<file path="src/sv/vfc_pkg.sv">
// shared types, constants and helpers of the view frustum culler
// no dependencies
package vfc_pkg;

  localparam int FRAC_BITS_DEF   = 16;
  localparam int PLANE_COUNT_DEF = 6;
  localparam int PLANE_IDX_W     = 3;
  localparam int EPS_W           = 16;
  localparam int ACC_W           = 68;

  typedef enum logic [1:0] {
    MODE_LOAD   = 2'd0,
    MODE_BUILD  = 2'd1,
    MODE_SPHERE = 2'd2,
    MODE_BOX    = 2'd3
  } mode_e;

  typedef enum logic [3:0] {
    OP_NONE,
    OP_ROW,
    OP_ACC_CLR,
    OP_MUL_SQ,
    OP_MUL_DOT,
    OP_ACC,
    OP_SQRT_GO,
    OP_DIV_GO,
    OP_DIV_WR,
    OP_EVAL,
    OP_EMIT
  } dp_op_e;

  typedef enum logic [4:0] {
    S_IDLE,
    S_ROW,
    S_SQ_CLR,
    S_SQ_MUL,
    S_SQ_ACC,
    S_SQRT_GO,
    S_SQRT_WAIT,
    S_CHECK,
    S_DIV_GO,
    S_DIV_WAIT,
    S_DIV_WR,
    S_DOT_CLR,
    S_DOT_MUL,
    S_DOT_ACC,
    S_EVAL,
    S_EMIT
  } ctrl_state_e;

  typedef struct packed {
    dp_op_e                 op;
    logic                   capture;
    logic [PLANE_IDX_W-1:0] plane;
    logic [1:0]             comp;
  } dp_cmd_t;

  typedef struct packed {
    logic sqrt_busy;
    logic div_busy;
    logic len_ok;
  } dp_status_t;

  // magnitude of a signed 32-bit word, exact for the most negative value
  function automatic logic [31:0] mag32(input logic [31:0] v);
    return v[31] ? (~v + 32'd1) : v;
  endfunction

  // saturate a 33-bit signed sum to 32 bits
  function automatic logic [31:0] sat33(input logic [32:0] s);
    if (s[32] != s[31]) return s[32] ? 32'h8000_0000 : 32'h7FFF_FFFF;
    return s[31:0];
  endfunction

endpackage

</file>
<file path="src/sv/vfc_ctrl.sv">
// sequencer of the view frustum culler: walks rows, planes and components
// depends on vfc_pkg
module vfc_ctrl #(
  parameter int PLANE_COUNT = vfc_pkg::PLANE_COUNT_DEF
) (
  input  logic                clk_i,
  input  logic                rst_ni,
  input  logic                start,
  output logic                busy,
  input  logic [1:0]          mode_i,
  input  logic                last_corner_i,
  input  vfc_pkg::dp_status_t status_i,
  output vfc_pkg::dp_cmd_t    cmd_o
);
  import vfc_pkg::*;

  localparam logic [PLANE_IDX_W-1:0] LastPlane = PLANE_IDX_W'(PLANE_COUNT - 1);

  ctrl_state_e            state_q, state_d;
  logic [PLANE_IDX_W-1:0] plane_q, plane_d;
  logic [1:0]             comp_q, comp_d;
  mode_e                  mode_q, mode_d;
  logic                   last_q, last_d;

  always_ff @(posedge clk_i or negedge rst_ni) begin
    if (!rst_ni) begin
      state_q <= S_IDLE;
      plane_q <= '0;
      comp_q  <= '0;
      mode_q  <= MODE_LOAD;
      last_q  <= 1'b0;
    end else begin
      state_q <= state_d;
      plane_q <= plane_d;
      comp_q  <= comp_d;
      mode_q  <= mode_d;
      last_q  <= last_d;
    end
  end

  always_comb begin
    state_d       = state_q;
    plane_d       = plane_q;
    comp_d        = comp_q;
    mode_d        = mode_q;
    last_d        = last_q;
    cmd_o.op      = OP_NONE;
    cmd_o.capture = 1'b0;
    cmd_o.plane   = plane_q;
    cmd_o.comp    = comp_q;
    busy          = (state_q != S_IDLE);
    case (state_q)
      S_IDLE: begin
        if (start) begin
          cmd_o.capture = 1'b1;
          mode_d        = mode_e'(mode_i);
          last_d        = last_corner_i;
          plane_d       = '0;
          comp_d        = '0;
          case (mode_e'(mode_i))
            MODE_LOAD:   state_d = S_IDLE;
            MODE_BUILD:  state_d = S_ROW;
            default:     state_d = S_DOT_CLR;
          endcase
        end
      end
      S_ROW: begin
        cmd_o.op = OP_ROW;
        comp_d   = comp_q + 2'd1;
        if (comp_q == 2'd3) state_d = S_SQ_CLR;
      end
      S_SQ_CLR: begin
        cmd_o.op = OP_ACC_CLR;
        comp_d   = '0;
        state_d  = S_SQ_MUL;
      end
      S_SQ_MUL: begin
        cmd_o.op = OP_MUL_SQ;
        state_d  = S_SQ_ACC;
      end
      S_SQ_ACC: begin
        cmd_o.op = OP_ACC;
        if (comp_q == 2'd2) begin
          comp_d  = '0;
          state_d = S_SQRT_GO;
        end else begin
          comp_d  = comp_q + 2'd1;
          state_d = S_SQ_MUL;
        end
      end
      S_SQRT_GO: begin
        cmd_o.op = OP_SQRT_GO;
        state_d  = S_SQRT_WAIT;
      end
      S_SQRT_WAIT: begin
        if (!status_i.sqrt_busy) state_d = S_CHECK;
      end
      S_CHECK: begin
        if (status_i.len_ok) begin
          state_d = S_DIV_GO;
        end else if (plane_q == LastPlane) begin
          state_d = S_IDLE;
        end else begin
          plane_d = plane_q + 1'b1;
          state_d = S_SQ_CLR;
        end
      end
      S_DIV_GO: begin
        cmd_o.op = OP_DIV_GO;
        state_d  = S_DIV_WAIT;
      end
      S_DIV_WAIT: begin
        if (!status_i.div_busy) state_d = S_DIV_WR;
      end
      S_DIV_WR: begin
        cmd_o.op = OP_DIV_WR;
        comp_d   = comp_q + 2'd1;
        if (comp_q != 2'd3) begin
          state_d = S_DIV_GO;
        end else if (plane_q == LastPlane) begin
          state_d = S_IDLE;
        end else begin
          plane_d = plane_q + 1'b1;
          state_d = S_SQ_CLR;
        end
      end
      S_DOT_CLR: begin
        cmd_o.op = OP_ACC_CLR;
        comp_d   = '0;
        state_d  = S_DOT_MUL;
      end
      S_DOT_MUL: begin
        cmd_o.op = OP_MUL_DOT;
        state_d  = S_DOT_ACC;
      end
      S_DOT_ACC: begin
        cmd_o.op = OP_ACC;
        comp_d   = comp_q + 2'd1;
        state_d  = (comp_q == 2'd3) ? S_EVAL : S_DOT_MUL;
      end
      S_EVAL: begin
        cmd_o.op = OP_EVAL;
        if (plane_q != LastPlane) begin
          plane_d = plane_q + 1'b1;
          state_d = S_DOT_CLR;
        end else if (mode_q == MODE_SPHERE || last_q) begin
          state_d = S_EMIT;
        end else begin
          state_d = S_IDLE;
        end
      end
      S_EMIT: begin
        cmd_o.op = OP_EMIT;
        state_d  = S_IDLE;
      end
      default: state_d = S_IDLE;
    endcase
  end

endmodule

</file>
<file path="config.mk">
export PLATFORM = sky130hd
export DESIGN_NAME = vfc_ctrl
export DESIGN_NICKNAME = d
export VERILOG_FILES = /design/src/sv/vfc_pkg.sv /design/src/sv/vfc_ctrl.sv
export SDC_FILE = /design/constraint.sdc
export NUM_CORES = 1
export LEC_CHECK = 0
export ABC_AREA = 1
export BUFFER_PORTS_ARGS = -buffer_cell sky130_fd_sc_hd__buf_2
export CAP_MARGIN = 20
export CORE_UTILIZATION = 54
export CTS_CLUSTER_SIZE = 25
export DETAILED_ROUTE_END_ITERATION = 7
export PLACE_DENSITY = 0.77
export SETUP_SLACK_MARGIN = 0.05
export SYNTH_ARGS = -nofsm -noshare
export SYNTH_HDL_FRONTEND = slang
export SYNTH_SLANG_ARGS = --single-unit
</file>
<file path="constraint.sdc">
create_clock -name clk_i -period 1.7 [get_ports clk_i]
set_input_delay 0.17 -clock clk_i [delete_from_list [all_inputs] [get_ports clk_i]]
set_output_delay 0.17 -clock clk_i [all_outputs]
set_load 0.005 [all_outputs]
</file>
==> results of run 1 <==
-- cells by family (layout without fill, tap and decap cells) --
logic type / count (synthesis) / in the layout
multiplexers: 1 / 1
AND/OR/NAND/NOR: 111 / 111
adder cells (fa/ha/maj): 6 / 6
buffers and inverters: 25 / 53
flip-flops: 12 / 12
AO/OA/AOI/OAI: 13 / 13
XOR/XNOR: 1 / 1
-- metrics by stage --
| step | hold slack, ns | instance area (um^2) | util [%] | power (uW) | std cells |
|---|---|---|---|---|---|
| 6_report | 0.0911 | 1320 | 73.9 | 2250 | 222 |
| 4_1_cts | 0.0921 | 1250 | 70.3 | 2090 | 217 |
| 3_3_place_gp | 0.0646 | 1190 | 66.7 | 1770 | 212 |
| 2_1_floorplan | -0.126 | 1070 | - | 1480 | 169 |
| 3_5_place_dp | 0.0699 | 1190 | 66.7 | 1810 | 212 |
| 5_1_grt | 0.106 | 1320 | 73.9 | 2460 | 222 |
-- area by class of cell --
| cell class | instances | area share [%] |
|---|---|---|
| flip-flops and latches | 12 | 23.2 |
| repair buffers | 25 | 10.6 |
| inverters | 24 | 6.84 |
| multi-input cells | 132 | 54.2 |
| clock buffers | 4 | 2.75 |
| well taps | 25 | 2.37 |
-- flip-flops by register name (all words and copies together) (netlist names) --
name / flops
comp_q: 2
last_q: 1
mode_q: 2
plane_q: 3
state_q: 4
-- report_power, final --
part,internal (uW),switching (uW)
logic,554,873
registers,409,174
clock network,131,108
total,1090,1160
-- worst max path at each step --
stage	endpoint	slack [ns]	start
floorplan	mode_q[1]	0.34	state_q[3]
detailed placement	plane_q[2]	0.21	state_q[3]
CTS	cmd_o[6]	0.04	state_q[3]
finish	cmd_o[5]	0.08	state_q[0]
global placement	plane_q[0]	0.25	state_q[3]
global route	cmd_o[7]	0.003	state_q[0]
-- synth_stat cells, drive strengths merged --
cell type	count	area share (%)
a22oi	2	1.4
nor2	28	13
xnor2	1	0.82
mux2	1	1.1
nand3	12	5.6
o21ai	4	1.9
nor3b	1	0.70
o211ai	1	0.70
nand4	2	1.2
o22ai	1	0.58
buf	1	0.70
nor3	1	0.47
inv	23	8.1
a211o	1	0.82
ha	6	7.0
clkinv	1	0.35
nand2	67	26
o221ai	1	0.82
dfrtp	12	28
a21oi	3	1.4
-- tightest hold or removal path, stage by stage --
cell     delay (ns)
buf_2          0.08
nand2_1        0.04
o21ai_0        0.06
-- layer usage --
layer | track usage (%) | vias to the layer above | routed length (um)
li1 | - | 587 | -
met1 | 35.1 | 537 | 1220
met2 | 45.0 | 44 | 1240
met3 | 4.71 | 4 | 151
met4 | 8.82 | 0 | 31
met5 | 0 | - | 0
-- what timing repair did --
action                     4_1_cts  5_1_grt
gates resized for setup          8       10
pin swaps                        0        4
hold endpoints to repair        12        0
buffers inserted                 0        5
setup endpoints to repair        3        3
hold buffers                     1        0
==> results.toml, run 1 <==
[floorplan]
start_util_pct = 60.1
rows = 15
ios = 20
die_area_um2 = 2170
core_um2 = 1780
die_width_um = 46.5
die_y_um = 46.5

[yosys]
synth_seq_cells = 12
synthDistinctLibCells = 26
muxShareOfSynthArea_pct = 1.05
syn_area_per_cell_um2 = 6.34
synth-xor-area-share_pct = 0.818
syn_area_um2 = 1070
synth_cells = 169
synth_fa_ha_area_share_pct = 7.01
syn-num-nets = 184
seq_area_frac_synth_pct = 28.0
synth_top_family_by_area = "simple AND/OR/NAND/NOR gates"
synthSimpleGateAreaFrac_pct = 46.4
synth_compound_area_share_pct = 7.59
yosys_warnings = 0

[placement]
portBuffers = 19
pre_cts_slack_ns = 0.207
dpl.hpwl_mm = 2.04
finalWeightedCongestion = 0.940

[clock_network]
cts_buffers = 3
cts_sinks = 12
htreeDepth = 1
clk_latency_ns = 0.28
clk_pin_slew_ns = 0.08
clockBufferDepth = 2
tritoncts = "built"
root_buffer = "clkbuf_4"

[critical_path]
ff2ff_path_depth = 5
crit_cells = 5
cp.arrival_ns = 1.45
cp_max_fo = 6
r2r_setup_slack_ns = 0.21
path_class = "reg2out"
cpMostUsedCell = "nor2_4"
path_buf_inv = 2
required_ns = 1.53
max_stage_delay_ns = 0.50
critPathLaunchType = "register"
crit_chain = "nor2_4 -> buf_4 -> nand2_4 -> nor2_4 -> buf_2"
worstReg2RegStart = "state_q[0]"
cp_top_family = "flip-flops"
r2r_end = "mode_q[1]"
crit_slowest_cell = "dfrtp_2"
end_kind = "primary output"

[layout]
syn_to_final_growth_pct = 23.0
most-common-layout-cells = "nand2_1 (57), buf_2 (19), nor2_1 (18), inv_1 (15), nand3_1 (12)"
diodes = 0
mostFrequentLayoutCell = "nand2_1"
multi_input_area_um2 = 714
drive_above_1_share_pct = 32.0
fin_nets = 213
seq_area_um2 = 305
fill_cells = 152

[sta]
timing.slew.headroom_pct = 79.7
maxSlewViolCount = 0
rsz0062_at_grt = "true"
hold_violations = 0
fmaxAchievable_mhz = 616
tightest_slew_ns = 0.305
fin_ws_ns = 0.0765
finalSetupViolations = 0
setup_tns_ns = 0
min_period_ns = 1.62
clock_skew_ns = 0.00367
fin_crit_sh_pct = 95.5

[routing]
routed_wl_mm = 2.64
drt_pre_antenna_iters = 4
vias_per_cell = 5.28
ant_nets = 0
post_drt_wl_per_cell_um = 11.9
vias = 1172
initialDrtViolationCount = 26
drc = 0

[global_route]
antenna_found_initial = 0
grt_max_degree = 13
track_usage_pct = 27.1
grt_overflow = 0
grt_pass1_vias = 980
grt_pass1_wl_mm = 4.05

[job]
cap_violations = 0

[power_and_ir_drop]
leakage_uw = 0.000752
power_density_nw_per_um2 = 1710
ir_worst_vdd_mv = 1.01

[outcome]
status = "finished, final reports clean"

[worst_hold_path]
hp-start = "last_corner_i"
min_path_type = "in2reg"
min_delay_path_depth = 3
hold_end = "last_q"
No activity file was read; power rests on OpenSTA's default activity.
==> run 2: changes to the inputs <==
- CELL_PAD_IN_SITES_DETAIL_PLACEMENT: default -> 0
- CELL_PAD_IN_SITES_GLOBAL_PLACEMENT: default -> 1
- CORE_UTILIZATION: 54 -> 38
- PLACE_DENSITY: 0.77 -> 0.78
==> results.toml, run 2 (synthesis gave the netlist of run 1 again) <==
[floorplan]
core_um2 = 2570
die_area_um2 = 3030
die_width_um = 55.1
rows = 18
start_util_pct = 41.7
die_y_um = 55.1
ios = 20

[routing]
ant_nets = 0
drc = 0
routed_wl_mm = 2.76
post_drt_wl_per_cell_um = 12.0
drt_pre_antenna_iters = 4
drt-met1-wl_mm = 1.41
vias_per_cell = 4.83
routed-wl-met2_mm = 1.22
vias = 1110
wl_met3_um = 105
top_layer_used = "met4"
initialDrtViolationCount = 21

[layout]
fin_nets = 216
diodes = 0
fill_cells = 263
drive_above_1_share_pct = 36.0
fin_cells = 230
most-common-layout-cells = "nand2_1 (54), buf_2 (19), nor2_1 (18), inv_1 (14), nand3_1 (12)"
syn_to_final_growth_pct = 29.3
top_regs = "state_q x4, plane_q x3"
largest-register = "state_q"
mostFrequentLayoutCell = "nand2_1"
fin_util_pct = 53.9
largest_register_ff_count = 4

[critical_path]
end_kind = "primary output"
cp_max_fo = 7
path_class = "reg2out"
critPathLaunchType = "register"
required_ns = 1.53
cp.arrival_ns = 1.47
r2r_setup_slack_ns = 0.19

[job]
cap_violations = 0

[global_route]
grt_pass1_vias = 945
antenna_found_initial = 0
track_usage_pct = 19.9
grt_max_degree = 13
grt_overflow = 0
grt_pass1_wl_mm = 4.20

[sta]
timing.slew.headroom_pct = 81.6
finalSetupViolations = 0
fmaxAchievable_mhz = 609
rsz0062_at_grt = "true"
min_period_ns = 1.64
tightest_slew_ns = 0.276
hold_violations = 0
clock_skew_ns = 0.00366
maxSlewViolCount = 0
setup_tns_ns = 0
fin_ws_ns = 0.0571
fin_crit_sh_pct = 96.6

[outcome]
status = "finished, final reports clean"

[clock_network]
clk_pin_slew_ns = 0.07
clockBufferDepth = 2
root_buffer = "clkbuf_4"
htreeDepth = 1
cts_sinks = 12
clk_latency_ns = 0.27
cts_buffers = 3
tritoncts = "built"

[worst_hold_path]
min_path_type = "in2reg"

[power_and_ir_drop]
power_density_nw_per_um2 = 1700
ir_worst_vdd_mv = 1.02
leakage_uw = 0.000775

[placement]
portBuffers = 19
dpl.hpwl_mm = 2.17
finalWeightedCongestion = 0.870
pre_cts_slack_ns = 0.118
place_inst = 217
-- run 2: changes by cell type in the layout (fill, tap and decap cells not counted) --
cell,previous run,this run
nand2_1,57,54
buf_4,4,6
buf_6,0,2
nand2_2,8,10
clkbuf_2,1,0
inv_1,15,14
inv_2,9,10
nand2_4,2,3
nor2_2,4,3
nor2_4,6,7
nor3_1,1,0
nor3_2,0,1
o221ai_1,1,0
o221ai_2,0,1
-- run 2: worst paths after layout --
kind	from	to	depth (start not counted)
worst max-delay path	state_q[3]	cmd_o[7]	7
worst min-delay path	last_corner_i	last_q	3
worst max register to register	state_q[3]	mode_q[1]	5
worst min register to register	mode_q[1]	mode_q[1]	1
max in group asynchronous	rst_ni	state_q[3]	2
min in group asynchronous	rst_ni	comp_q[0]	2
-- run 2: area by class of cell --
cell class / instances / area, um^2 / area share (%)
Sequential cell: 12 / 305 / 22.0
Tap cell: 30 / 37.5 / 2.71
Clock buffer: 4 / 36.3 / 2.62
Timing Repair Buffer: 28 / 173 / 12.5
Multi-Input combinational cell: 132 / 743 / 53.7
Inverter: 24 / 90.1 / 6.50
-- run 2: per-stage QoR --
step | total power, uW | cell area (um^2) | hold WS, ns
floorplan | 1480 | 1070 | -0.126
detailed placement | 1820 | 1200 | 0.0665
finish | 2350 | 1390 | 0.114
global route | 2560 | 1390 | 0.117
CTS | 2140 | 1290 | 0.115
global placement | 1810 | 1200 | 0.0614
-- run 2: power by group --
group	internal, uW	total, uW	switching, uW
Combinational	631	1540	913
Clock	130	227	97.1
Sequential	409	578	169
-- run 2: critical path, cell delays in order, from the launching register on --
cell and delay [ns]:
dfrtp_2 0.48, buf_6 0.14, nor2_4 0.18, nand2_2 0.09, nand2_2 0.09, nor2_1 0.05
nand3_1 0.06, buf_2 0.11
-- run 2: what timing repair did --
action | in CTS | in global routing
buffers inserted | 2 | 6
pin swaps | 0 | 5
hold buffers | 1 | 0
gates resized for setup | 11 | 17
gates cloned | 0 | 0
endpoints found under the hold margin | 12 | 0
endpoints found under the setup margin | 3 | 4
-- run 2: layer usage --
| metal | vias to the layer above | GRT usage, % |
|---|---|---|
| li1 | 596 | - |
| met1 | 488 | 28.5 |
| met2 | 22 | 30.7 |
| met3 | 4 | 1.64 |
| met4 | 0 | 7.50 |
| met5 | - | 0 |
==> run 3: changes to the inputs <==
- CORE_UTILIZATION: 38 -> 34
- CTS_CLUSTER_SIZE: 25 -> 16
- HOLD_SLACK_MARGIN: default -> 0.1
- PLACE_DENSITY: 0.78 -> 0.74
- clock period: 1.7 -> 1.42 ns (I/O delays scaled with it)
==> results.toml, run 3 (synthesis gave the netlist of run 1 again) <==
[power_and_ir_drop]
p_clk_share_pct = 6.2
seqPwrFrac_pct = 20.9
ir_worst_vdd_mv = 0.899
pwr-share-comb_pct = 72.9
power_density_nw_per_um2 = 2010
leakage_uw = 0.000876
p_switching_uw = 1540
intPower_uw = 1630
netSwitchingFraction_pct = 48.6

[sta]
tightest_slew_ns = 0.288
fin_crit_sh_pct = 112
rsz0062_at_grt = "true"
fin_ws_ns = -0.168
fin_hold_ws_ns = 0.119
fmaxAchievable_mhz = 630
clock_skew_ns = 0.00702
finalSetupViolations = 6
maxSlewViolCount = 0
min_period_ns = 1.59
timing.slew.headroom_pct = 80.8
hold_violations = 0
setup_tns_ns = -0.628

[clock_network]
htreeDepth = 1
clk_latency_ns = 0.27
cts_buffers = 3
tritoncts = "built"
clockBufferDepth = 2
cts_sinks = 12
root_buffer = "clkbuf_4"
clk_pin_slew_ns = 0.07

[critical_path]
r2r_end = "state_q[3]"
ff2ff_path_depth = 10
setup.worst_path.start = "state_q[0]"
end_kind = "primary output"
path_class = "reg2out"
r2r_setup_slack_ns = -0.01
cp.arrival_ns = 1.45
crit_chain = "nor2_2 -> buf_4 -> inv_6 -> nor2_4 -> nor3_2 -> o221ai_1 -> buf_2"
worstReg2RegStart = "state_q[1]"
crit_slowest_cell = "dfrtp_2"
max_stage_delay_ns = 0.47
critPathLaunchType = "register"
cp_max_fo = 6
required_ns = 1.28
timing.critical_path.to = "cmd_o[6]"

[placement]
dpl.hpwl_mm = 2.30
portBuffers = 19
pre_cts_slack_ns = -0.0556
finalWeightedCongestion = 0.959

[floorplan]
rows = 20
die_y_um = 58.1
die_width_um = 58.1
die_area_um2 = 3380
start_util_pct = 35.4
ios = 20
core_um2 = 3030

[layout]
diodes = 0
largest_register_ff_count = 4
top_regs = "state_q x4, plane_q x3"
fin_util_pct = 52.0
syn_to_final_growth_pct = 47.1
drive_above_1_share_pct = 43.9
largest-register = "state_q"
mostFrequentLayoutCell = "nand2_1"
most-common-layout-cells = "nand2_1 (55), buf_4 (28), buf_2 (19), nor2_1 (16), inv_1 (13)"
fin_nets = 238

[global_route]
grt_overflow = 0
grt_pass1_vias = 1192
grt_pass1_wl_mm = 5.25
grt_max_degree = 13
track_usage_pct = 20.5
antenna_found_initial = 0

[routing]
vias_per_cell = 4.68
drt_pre_antenna_iters = 4
ant_nets = 0
drc = 0
vias = 1239
post_drt_wl_per_cell_um = 11.7
routed_wl_mm = 3.09
initialDrtViolationCount = 25

[job]
cap_violations = 0

[outcome]
status = "finished with violations"
violations = "setup timing"

[worst_hold_path]
min_delay_path_depth = 3
min_path_type = "in2reg"
-- run 3: changes by cell type in the layout (fill, tap and decap cells not counted), sizes merged --
| cell | previous run | this run |
|---|---|---|
| buf | 27 | 48 |
| clkbuf | 4 | 3 |
| dlygate4sd3 | 1 | 2 |
-- run 3: power groups by stage --
| stage | Clock, uW | Sequential [uW] | Combinational [uW] |
|---|---|---|---|
| 6_report | 197 | 661 | 2310 |
| 5_1_grt | 229 | 678 | 2550 |
| 4_1_cts | 201 | 650 | 2150 |
| 3_5_place_dp | 0 | 645 | 1800 |
| 3_3_place_gp | 0 | 645 | 1780 |
| 2_1_floorplan | 0 | 601 | 1170 |
-- run 3: metrics by stage --
step / cell area, um^2 / instances / total power, uW
floorplan: 1070 / 169 / 1770
global placement: 1340 / 248 / 2430
finish: 1580 / 265 / 3170
global route: 1580 / 265 / 3460
detailed placement: 1340 / 248 / 2450
CTS: 1530 / 263 / 3000
-- run 3: area by class of cell --
class                      count  area [um^2]
clock buffer                   3         22.5
fill                         302         1450
inverter                      24         95.1
multi-input combinational    132          761
sequential                    12          305
tap                           44         55.1
timing repair buffer          50          337
-- run 3: layer usage --
| layer | part of all wire, % | routed length (um) | track usage (%) | vias to the layer above |
|---|---|---|---|---|
| met5 | 0 | 0 | 0 | - |
| met4 | 2.1 | 66 | 7.82 | 0 |
| met3 | 5.3 | 163 | 2.23 | 8 |
| met2 | 48 | 1480 | 35.0 | 36 |
| met1 | 45 | 1390 | 26.7 | 553 |
| li1 | - | - | - | 642 |
-- run 3: worst min-delay path by stage --
stage	slack [ns]	end	from
4_1_cts	0.12	mode_q[0]	mode_i[0]
2_1_floorplan	-0.15	comp_q[0]	rst_ni
3_3_place_gp	0.03	last_q	rst_ni
6_report	0.12	mode_q[0]	mode_i[0]
3_5_place_dp	0.03	mode_q[0]	rst_ni
5_1_grt	0.14	mode_q[1]	mode_i[1]
-- run 3: critical path: cells and delay by family, from the launching register on --
kind	cells	cell delay (ns)
flops	1	0.47
buf+inv	3	0.37
compound gates	1	0.13
simple gates	3	0.20
-- run 3: what timing repair did --
item                                    in CTS  in global routing
hold buffers                                 2                  0
endpoints found under the setup margin      13                 16
endpoints found under the hold margin       13                  0
cloned                                       0                  0
gates resized for setup                     24                 10
pin swaps                                    5                  3
buffers inserted                            10                  2
